<file path="config.mk">
export PLATFORM = sky130hd
export DESIGN_NAME = lru_frame_replacer_core
export DESIGN_NICKNAME = d
export VERILOG_FILES = /design/src/rtl/core/lrufr_pkg.sv /design/src/rtl/core/lrufr_order_mem.sv /design/src/rtl/core/lrufr_seq.sv /design/src/rtl/core/lru_frame_replacer_core.sv
export SDC_FILE = /design/constraint.sdc
export NUM_CORES = 1
export LEC_CHECK = 0
export ABC_AREA = 0
export BUFFER_PORTS_ARGS = -buffer_cell sky130_fd_sc_hd__buf_2
export CORE_UTILIZATION = 25
export DETAILED_ROUTE_END_ITERATION = 10
export PLACE_DENSITY = 0.48
export SETUP_SLACK_MARGIN = 0.5
export SYNTH_ARGS = -nofsm -noshare
export SYNTH_HDL_FRONTEND = slang
export SYNTH_HIERARCHICAL = 1
export SYNTH_SLANG_ARGS = --single-unit
</file>
<file path="constraint.sdc">
create_clock -name clk -period 4.12 [get_ports clk]
set_input_delay 0.412 -clock clk [delete_from_list [all_inputs] [get_ports clk]]
set_output_delay 0.412 -clock clk [all_outputs]
set_load 0.02 [all_outputs]
</file>
<file path="src/rtl/core/lrufr_pkg.sv">
`timescale 1ns / 1ps
`default_nettype none
// ----------------------------------------------------------------------------
// LRU frame replacer package
// Shared widths, operation codes, sequencer states and the result record.
// ----------------------------------------------------------------------------
package lrufr_pkg;

	localparam int DEF_NUM_FRAMES = 64;
	localparam int OP_W           = 2;
	localparam int FRAME_W        = 6;
	localparam int COUNT_W        = 7;

	localparam logic [OP_W-1:0] OP_VICTIM = 2'd0;
	localparam logic [OP_W-1:0] OP_PIN    = 2'd1;
	localparam logic [OP_W-1:0] OP_UNPIN  = 2'd2;

	typedef enum logic [1:0] {
		ST_IDLE,
		ST_WALK,
		ST_FIN
	} seq_state_t;

	typedef struct packed {
		logic               bad_frame;
		logic [COUNT_W-1:0] evictable_count;
		logic [FRAME_W-1:0] victim_frame;
		logic               victim_valid;
	} result_t;

endpackage
`default_nettype wire

</file>
<file path="src/rtl/core/lrufr_order_mem.sv">
`timescale 1ns / 1ps
`default_nettype none
// ----------------------------------------------------------------------------
// Order list memory
// One write port and one registered read port; holds frames oldest first.
// ----------------------------------------------------------------------------
module lrufr_order_mem
	import lrufr_pkg::*;
#(
	parameter int DEPTH  = DEF_NUM_FRAMES,
	parameter int ADDR_W = $clog2(DEF_NUM_FRAMES)
) (
	input  wire logic               clk,
	input  wire logic               we,
	input  wire logic [ADDR_W-1:0]  waddr,
	input  wire logic [FRAME_W-1:0] wdata,
	input  wire logic [ADDR_W-1:0]  raddr,
	output logic      [FRAME_W-1:0] rdata
);

	logic [FRAME_W-1:0] mem [DEPTH];

	always_ff @(posedge clk) begin
		if (we) begin
			mem[waddr] <= wdata;
		end
	end

	always_ff @(posedge clk) begin
		rdata <= mem[raddr];
	end

endmodule
`default_nettype wire

</file>
<file path="src/rtl/core/lrufr_seq.sv">
`timescale 1ns / 1ps
`default_nettype none
// ----------------------------------------------------------------------------
// Replacer sequencer
// Membership flags, entry count and a walk over the order list with one
// shared compare: find the frame to drop, then close the gap behind it.
// ----------------------------------------------------------------------------
module lrufr_seq
	import lrufr_pkg::*;
#(
	parameter int NUM_FRAMES = DEF_NUM_FRAMES
) (
	input  wire logic               clk,
	input  wire logic               arst_n,
	input  wire logic               start,
	input  wire logic [OP_W-1:0]    op,
	input  wire logic [FRAME_W-1:0] frame,
	input  wire logic               res_ready,
	output logic                    idle,
	output logic                    done,
	output result_t                 res
);

	localparam int AW     = (NUM_FRAMES > 1) ? $clog2(NUM_FRAMES) : 1;
	localparam int CW     = $clog2(NUM_FRAMES + 1);
	localparam int PRES_N = (NUM_FRAMES < (1 << FRAME_W)) ? NUM_FRAMES : (1 << FRAME_W);
	localparam int PIDX_W = $clog2(PRES_N);

	seq_state_t          state_q, state_d;
	logic [CW-1:0]       cnt_q;
	logic [PRES_N-1:0]   pres_q;
	logic [CW-1:0]       ra_q;
	logic                dv_s1;
	logic [AW-1:0]       pos_s1;
	logic                found_q;
	logic                victim_mode_q;
	logic [FRAME_W-1:0]  frame_q;
	logic                vv_q;
	logic [FRAME_W-1:0]  vf_q;
	logic                bad_q;

	logic                in_range;
	logic                pres_hit;
	logic                is_pin;
	logic                is_unpin;
	logic                is_victim;
	logic                append;
	logic                issue;
	logic                match;
	logic                walk_end;
	logic [PIDX_W-1:0]   clr_idx;
	logic                mem_we;
	logic [AW-1:0]       mem_waddr;
	logic [FRAME_W-1:0]  mem_wdata;
	logic [FRAME_W-1:0]  rd_data;

	assign in_range  = {{(32-FRAME_W){1'b0}}, frame} < 32'(NUM_FRAMES);
	assign pres_hit  = pres_q[frame[PIDX_W-1:0]];
	assign is_victim = (op == OP_VICTIM);
	assign is_pin    = (op == OP_PIN);
	assign is_unpin  = (op == OP_UNPIN);
	assign append    = start && is_unpin && in_range && !pres_hit
	                   && (cnt_q < CW'(NUM_FRAMES));
	assign issue     = (state_q == ST_WALK) && (ra_q != cnt_q);
	assign match     = victim_mode_q || (rd_data == frame_q);
	assign walk_end  = (state_q == ST_WALK) && !issue && !dv_s1;
	assign clr_idx   = victim_mode_q ? vf_q[PIDX_W-1:0] : frame_q[PIDX_W-1:0];

	always_comb begin
		mem_we    = 1'b0;
		mem_waddr = cnt_q[AW-1:0];
		mem_wdata = frame;
		if (append) begin
			mem_we = 1'b1;
		end else if ((state_q == ST_WALK) && dv_s1 && found_q) begin
			mem_we    = 1'b1;
			mem_waddr = pos_s1 - 1'b1;
			mem_wdata = rd_data;
		end
	end

	lrufr_order_mem #(
		.DEPTH  (NUM_FRAMES),
		.ADDR_W (AW)
	) u_mem (
		.clk   (clk),
		.we    (mem_we),
		.waddr (mem_waddr),
		.wdata (mem_wdata),
		.raddr (ra_q[AW-1:0]),
		.rdata (rd_data)
	);

	always_ff @(posedge clk or negedge arst_n) begin
		if (!arst_n) begin
			state_q <= ST_IDLE;
		end else begin
			state_q <= state_d;
		end
	end

	always_comb begin
		state_d = state_q;
		done    = 1'b0;
		idle    = 1'b0;
		unique case (state_q)
			ST_IDLE: begin
				idle = 1'b1;
				if (start) begin
					if (is_victim && (cnt_q != '0)) begin
						state_d = ST_WALK;
					end else if (is_pin && in_range && pres_hit) begin
						state_d = ST_WALK;
					end else begin
						state_d = ST_FIN;
					end
				end
			end
			ST_WALK: begin
				if (walk_end) begin
					state_d = ST_FIN;
				end
			end
			ST_FIN: begin
				if (res_ready) begin
					done    = 1'b1;
					state_d = ST_IDLE;
				end
			end
			default: state_d = ST_IDLE;
		endcase
	end

	always_ff @(posedge clk or negedge arst_n) begin
		if (!arst_n) begin
			cnt_q         <= '0;
			pres_q        <= '0;
			ra_q          <= '0;
			dv_s1         <= 1'b0;
			found_q       <= 1'b0;
			victim_mode_q <= 1'b0;
		end else begin
			dv_s1 <= issue;
			if (start) begin
				ra_q          <= '0;
				found_q       <= 1'b0;
				victim_mode_q <= is_victim;
			end
			if (append) begin
				cnt_q                      <= cnt_q + 1'b1;
				pres_q[frame[PIDX_W-1:0]]  <= 1'b1;
			end
			if (issue) begin
				ra_q <= ra_q + 1'b1;
			end
			if ((state_q == ST_WALK) && dv_s1 && !found_q && match) begin
				found_q <= 1'b1;
			end
			if (walk_end) begin
				cnt_q           <= cnt_q - 1'b1;
				pres_q[clr_idx] <= 1'b0;
			end
		end
	end

	always_ff @(posedge clk) begin
		pos_s1 <= ra_q[AW-1:0];
		if (start) begin
			frame_q <= frame;
			vv_q    <= 1'b0;
			vf_q    <= '0;
			bad_q   <= (is_pin || is_unpin) && !in_range;
		end else if ((state_q == ST_WALK) && dv_s1 && !found_q && victim_mode_q) begin
			vv_q <= 1'b1;
			vf_q <= rd_data;
		end
	end

	assign res.victim_valid    = vv_q;
	assign res.victim_frame    = vf_q;
	assign res.evictable_count = COUNT_W'(cnt_q);
	assign res.bad_frame       = bad_q;

	a_count_matches_flags: assert property (@(posedge clk) disable iff (!arst_n)
		$countones(pres_q) == 32'(cnt_q))
		else $error("flag population differs from entry count");

	a_count_bound: assert property (@(posedge clk) disable iff (!arst_n)
		cnt_q <= CW'(NUM_FRAMES))
		else $error("entry count above capacity");

	a_shift_after_found: assert property (@(posedge clk) disable iff (!arst_n)
		(mem_we && (state_q == ST_WALK)) |-> found_q)
		else $error("order list shifted before the frame was found");

	a_done_to_idle: assert property (@(posedge clk) disable iff (!arst_n)
		done |=> (state_q == ST_IDLE))
		else $error("sequencer not idle after result");

endmodule
`default_nettype wire

</file>
<file path="src/rtl/core/lru_frame_replacer_core.sv">
`timescale 1ns / 1ps
`default_nettype none
// ----------------------------------------------------------------------------
// LRU frame replacer
// Keeps evictable frames in least-recently-unpinned order; serves victim,
// pin and unpin requests and reports the evictable count with each result.
//
// Channel  Dir  Bits                       Content
// s_*      in   tuser[1:0], tdata[5:0]     operation, frame
// m_*      out  tdata[14:0]                victim_valid, victim_frame,
//                                          evictable_count, bad_frame
//
// Unpin, no-op, bad frame, pin of an absent frame, empty victim: no walk.
// Victim and pin of a present frame walk the order list through the
// single memory read port.
// Not ready while a request is in work; the result register frees the
// input side while a result waits on m_tready. No clearing pass at reset.
// ----------------------------------------------------------------------------
module lru_frame_replacer_core
	import lrufr_pkg::*;
#(
	parameter int NUM_FRAMES = DEF_NUM_FRAMES
) (
	input  wire logic        clk,
	input  wire logic        arst_n,
	input  wire logic        s_tvalid,
	output logic             s_tready,
	input  wire logic [7:0]  s_tdata,   // [5:0] frame, [7:6] zero
	input  wire logic [1:0]  s_tuser,   // [1:0] operation
	output logic             m_tvalid,
	input  wire logic        m_tready,
	output logic [15:0]      m_tdata    // [0] victim_valid, [6:1] victim_frame,
	                                    // [13:7] evictable_count, [14] bad_frame
);

	logic    start;
	logic    idle;
	logic    done;
	logic    res_ready;
	result_t res;
	result_t out_q;
	logic    out_vld_q;

	assign s_tready  = idle;
	assign start     = s_tvalid && idle;
	assign res_ready = !out_vld_q || m_tready;

	lrufr_seq #(
		.NUM_FRAMES (NUM_FRAMES)
	) u_seq (
		.clk       (clk),
		.arst_n    (arst_n),
		.start     (start),
		.op        (s_tuser),
		.frame     (s_tdata[FRAME_W-1:0]),
		.res_ready (res_ready),
		.idle      (idle),
		.done      (done),
		.res       (res)
	);

	always_ff @(posedge clk or negedge arst_n) begin
		if (!arst_n) begin
			out_vld_q <= 1'b0;
		end else if (done) begin
			out_vld_q <= 1'b1;
		end else if (m_tready) begin
			out_vld_q <= 1'b0;
		end
	end

	always_ff @(posedge clk) begin
		if (done) begin
			out_q <= res;
		end
	end

	assign m_tvalid = out_vld_q;
	assign m_tdata  = {1'b0, out_q};

endmodule
`default_nettype wire
</file>
==> impl_metrics.ini <==
[run_status]
status = finished, final reports clean

[cts]
cts_root_buf = clkbuf_16
clock_latency_ps = 610
cts_buffers = 53
h-tree-depth = 2
cts_tree = yes
clk_pin_slew_ps = 60
clock-sinks = 508
clk_path_buf_depth = 3

[drt]
dr.pass1.iters = 5
drcViolationCount = 0
drt_first_iter_violations = 973
antenna_left = 0
drt-total-wl_um = 54000
vias_per_cell = 4.66
post_drt_wl_per_cell_um = 20.4
vias = 12345

[synth]
ys_types = 71
yosysTopAreaCellShare = 0.572
synthesis.area_um2 = 21300
ys.flop_type = edfxtp_1
synth_fp_nets = 1333
synthTopCellsByArea = edfxtp_1 (57%), dfrtp_1 (9.9%), mux4_2 (9.7%)
synthCells = 1311
synth_edf_count = 405
ys_seq_area_frac = 0.689
yosysTopAreaCell = edfxtp_1
async_flop_share = 0.165
synth_seq_cells = 508
yosysMostFrequentCell = edfxtp_1
synth_area_per_cell_um2 = 16.2
synth_commonest_cells = edfxtp_1 (405), nor2_1 (124), mux4_2 (92)
ys_warn_count = 6

[hold_path]
min_from = m_tready
hold_class = in -> reg
hold_end = m_tvalid
whs_path_depth = 3

[timing]
clock_skew_ps = 21.8
finalCriticalPeriod_ps = 3490
tightest_slew_ps = 1130
slew_viol_final = 0
rsz0062_at_grt = yes
finalSetupViolCount = 0
hold_viol_final = 0
period_share = 0.848
fmax_mhz = 286
slew-limit-headroom = 0.247
final.setup.worst_slack_ps = 625

[floorplanning]
die_h_um = 294
ios = 32
die_w_um = 294
initial_core_util = 0.253
core_um2 = 84000
die_area_um2 = 86200
rows = 106

[power]
powerDensity_nw_per_um2 = 404
cellLeakagePower_nw = 8.62
total_power_mw = 10.3
ir_drop_mv = 0.295

[global_routing]
grt-ovfl-total = 0
grt_first_pass_wirelength_um = 81600
grt_max_degree = 104
grt_pass1_vias = 12642
antenna_found_initial = 0
grt_use_total = 0.125

[placement]
placed_cells = 2546
portBuffers = 28
dp_worst_setup_slack_ps = -163
place_congestion = 0.781
placedInstanceArea_um2 = 23800
hpwlAfterDp_um = 33300

[worst_setup_path]
reg2reg_depth = 15
r2r-start = u_seq/pres_q[7]
worstSetupStartpointType = flip-flop
critical-path-top-delay-family = buffers and inverters
cpPeakStageDelay_ps = 470
crit_buf_inv = 6
critPathArrivalTime_ps = 3790
crit_chain = mux4_2 > a22o_1 > a211oi_2 > nand4_1 > nor3_4 > buf_4 > buf_4 > o31ai_1 > buf_4 > nor2b_2 > buf_4 > nand2_1 > buf_4 > nor2_1 > buf_4
worst_path_most_repeated_cell = buf_4
path_max_fanout = 6
worstReg2RegEnd = u_seq/u_mem/mem[28][0]
path_class = reg -> reg
crit_path_end_kind = flip-flop
reg2reg_setup_slack_ps = 630
slowest_stage = mux4_2
critPathRequiredTime_ps = 4420

[final_layout]
nNetsFinal = 1493
layout-area-overhead-vs-synth_pct = 20.5
stdcell_area_um2 = 25600
fillers = 8277
final_core_util = 0.305
regArea_um2 = 14700
multi_input_area_um2 = 6320
final_layout_size_suffix_gt1_frac = 0.282
insertedDiodeCount = 0
layout.cells.non_filler = 2650

[run]
maxCapViolations = 0
-- repair_timing --
item,in CTS,in global routing
setup buffers,0,3
endpoints found under the setup margin,255,372
hold buffers,1,0
pin swaps,3,6
gates resized for setup,5,19
endpoints found under the hold margin,56,0
-- flip-flops by register name, summed over array words and instances, names as in the netlist --
name	count
m_tvalid	1
u_seq/u_mem/rdata	6
m_tdata	15
u_seq/victim_mode_q	1
u_seq/vf_q	6
u_seq/ra_q	7
u_seq/dv_s1	1
u_seq/state_q	2
u_seq/frame_q	6
u_seq/vv_q	1
u_seq/pos_s1	6
u_seq/pres_q	64
u_seq/found_q	1
u_seq/u_mem/mem	384
u_seq/cnt_q	7
-- per-layer routing --
layer  wire [um]  track usage
met5           0            0
met4        1180       0.0351
met3        2360       0.0187
met2       26200        0.209
met1       24200        0.170
-- layout by cell type (no fill, tap or decap), drive strengths merged, types with 12 or more instances in the layout --
master  instances
nand3          18
dfxtp          19
a21oi          65
nor3           21
nor2b          13
nand2          39
clkbuf         73
o21ai          18
mux4           98
buf           180
mux2i          31
o22ai          14
xnor2          13
nor2          124
inv            15
a31oi          71
edfxtp        405
nand2b         15
dfrtp          84
xor2           12
clkinv         18
mux2           30
-- power by group --
group | internal (mW) | leakage (nW) | switching [mW] | total (mW)
registers | 5.47 | 4.91 | 0 | 5.47
logic | 0.0331 | 2.87 | 0.0807 | 0.114
clock network | 2.76 | 0.840 | 2.00 | 4.76
total | 8.26 | 8.62 | 2.08 | 10.3
-- how the worst max path moves through the flow --
stage                                from                     end  slack (ps)  cells after the start
after global routing      u_seq/pres_q[7]  u_seq/u_mem/mem[49][4]         490                     13
after global placement         s_tdata[1]  u_seq/u_mem/mem[31][4]        -150                     12
final                     u_seq/pres_q[7]  u_seq/u_mem/mem[28][0]         630                     15
after detailed placement       s_tdata[1]  u_seq/u_mem/mem[31][1]        -160                     12
after floorplan                s_tdata[1]   u_seq/u_mem/mem[7][0]         400                     13
after CTS                 u_seq/pres_q[5]  u_seq/u_mem/mem[52][3]         510                     12
-- metrics by stage --
step / setup TNS [ps] / hold WS, ps
2_1_floorplan: 0 / 116
3_3_place_gp: -12470 / 465
3_5_place_dp: -17520 / 448
4_1_cts: 0 / 68.4
5_1_grt: 0 / 102
6_report: 0 / 98.5
-- worst register-to-register path, delay by kind of cell (launching register included) --
family / cells / cell delay, ps
DFF: 1 / 380
buffers and inverters: 6 / 980
AOI/OAI and AO/OA: 3 / 500
and+or+nand+nor: 5 / 890
muxes: 1 / 470
-- area by class of cell --
cell class,instances,share of cell area
sequential,508,0.572
clock buffer,73,0.0575
tap,1134,0.0554
inverter,13,0.00191
clock inverter,27,0.0101
timing repair buffer,181,0.0564
multi-input combinational,714,0.247
-- cell families (layout without fill, tap and decap cells) --
| kind of cell | after synthesis | count (layout) | share of synthesized area |
|---|---|---|---|
| DFF | 508 | 508 | 0.689 |
| muxes | 159 | 159 | 0.135 |
| other | 2 | 2 | 0.000353 |
| adders and majority gates | 8 | 8 | 0.00506 |
| AOI/OAI and AO/OA | 232 | 232 | 0.0702 |
| xor gates and xnor gates | 25 | 25 | 0.0103 |
| and+or+nand+nor | 288 | 288 | 0.0673 |
| buffers and inverters | 89 | 294 | 0.0225 |
No activity file was read; power rests on OpenSTA's default activity.
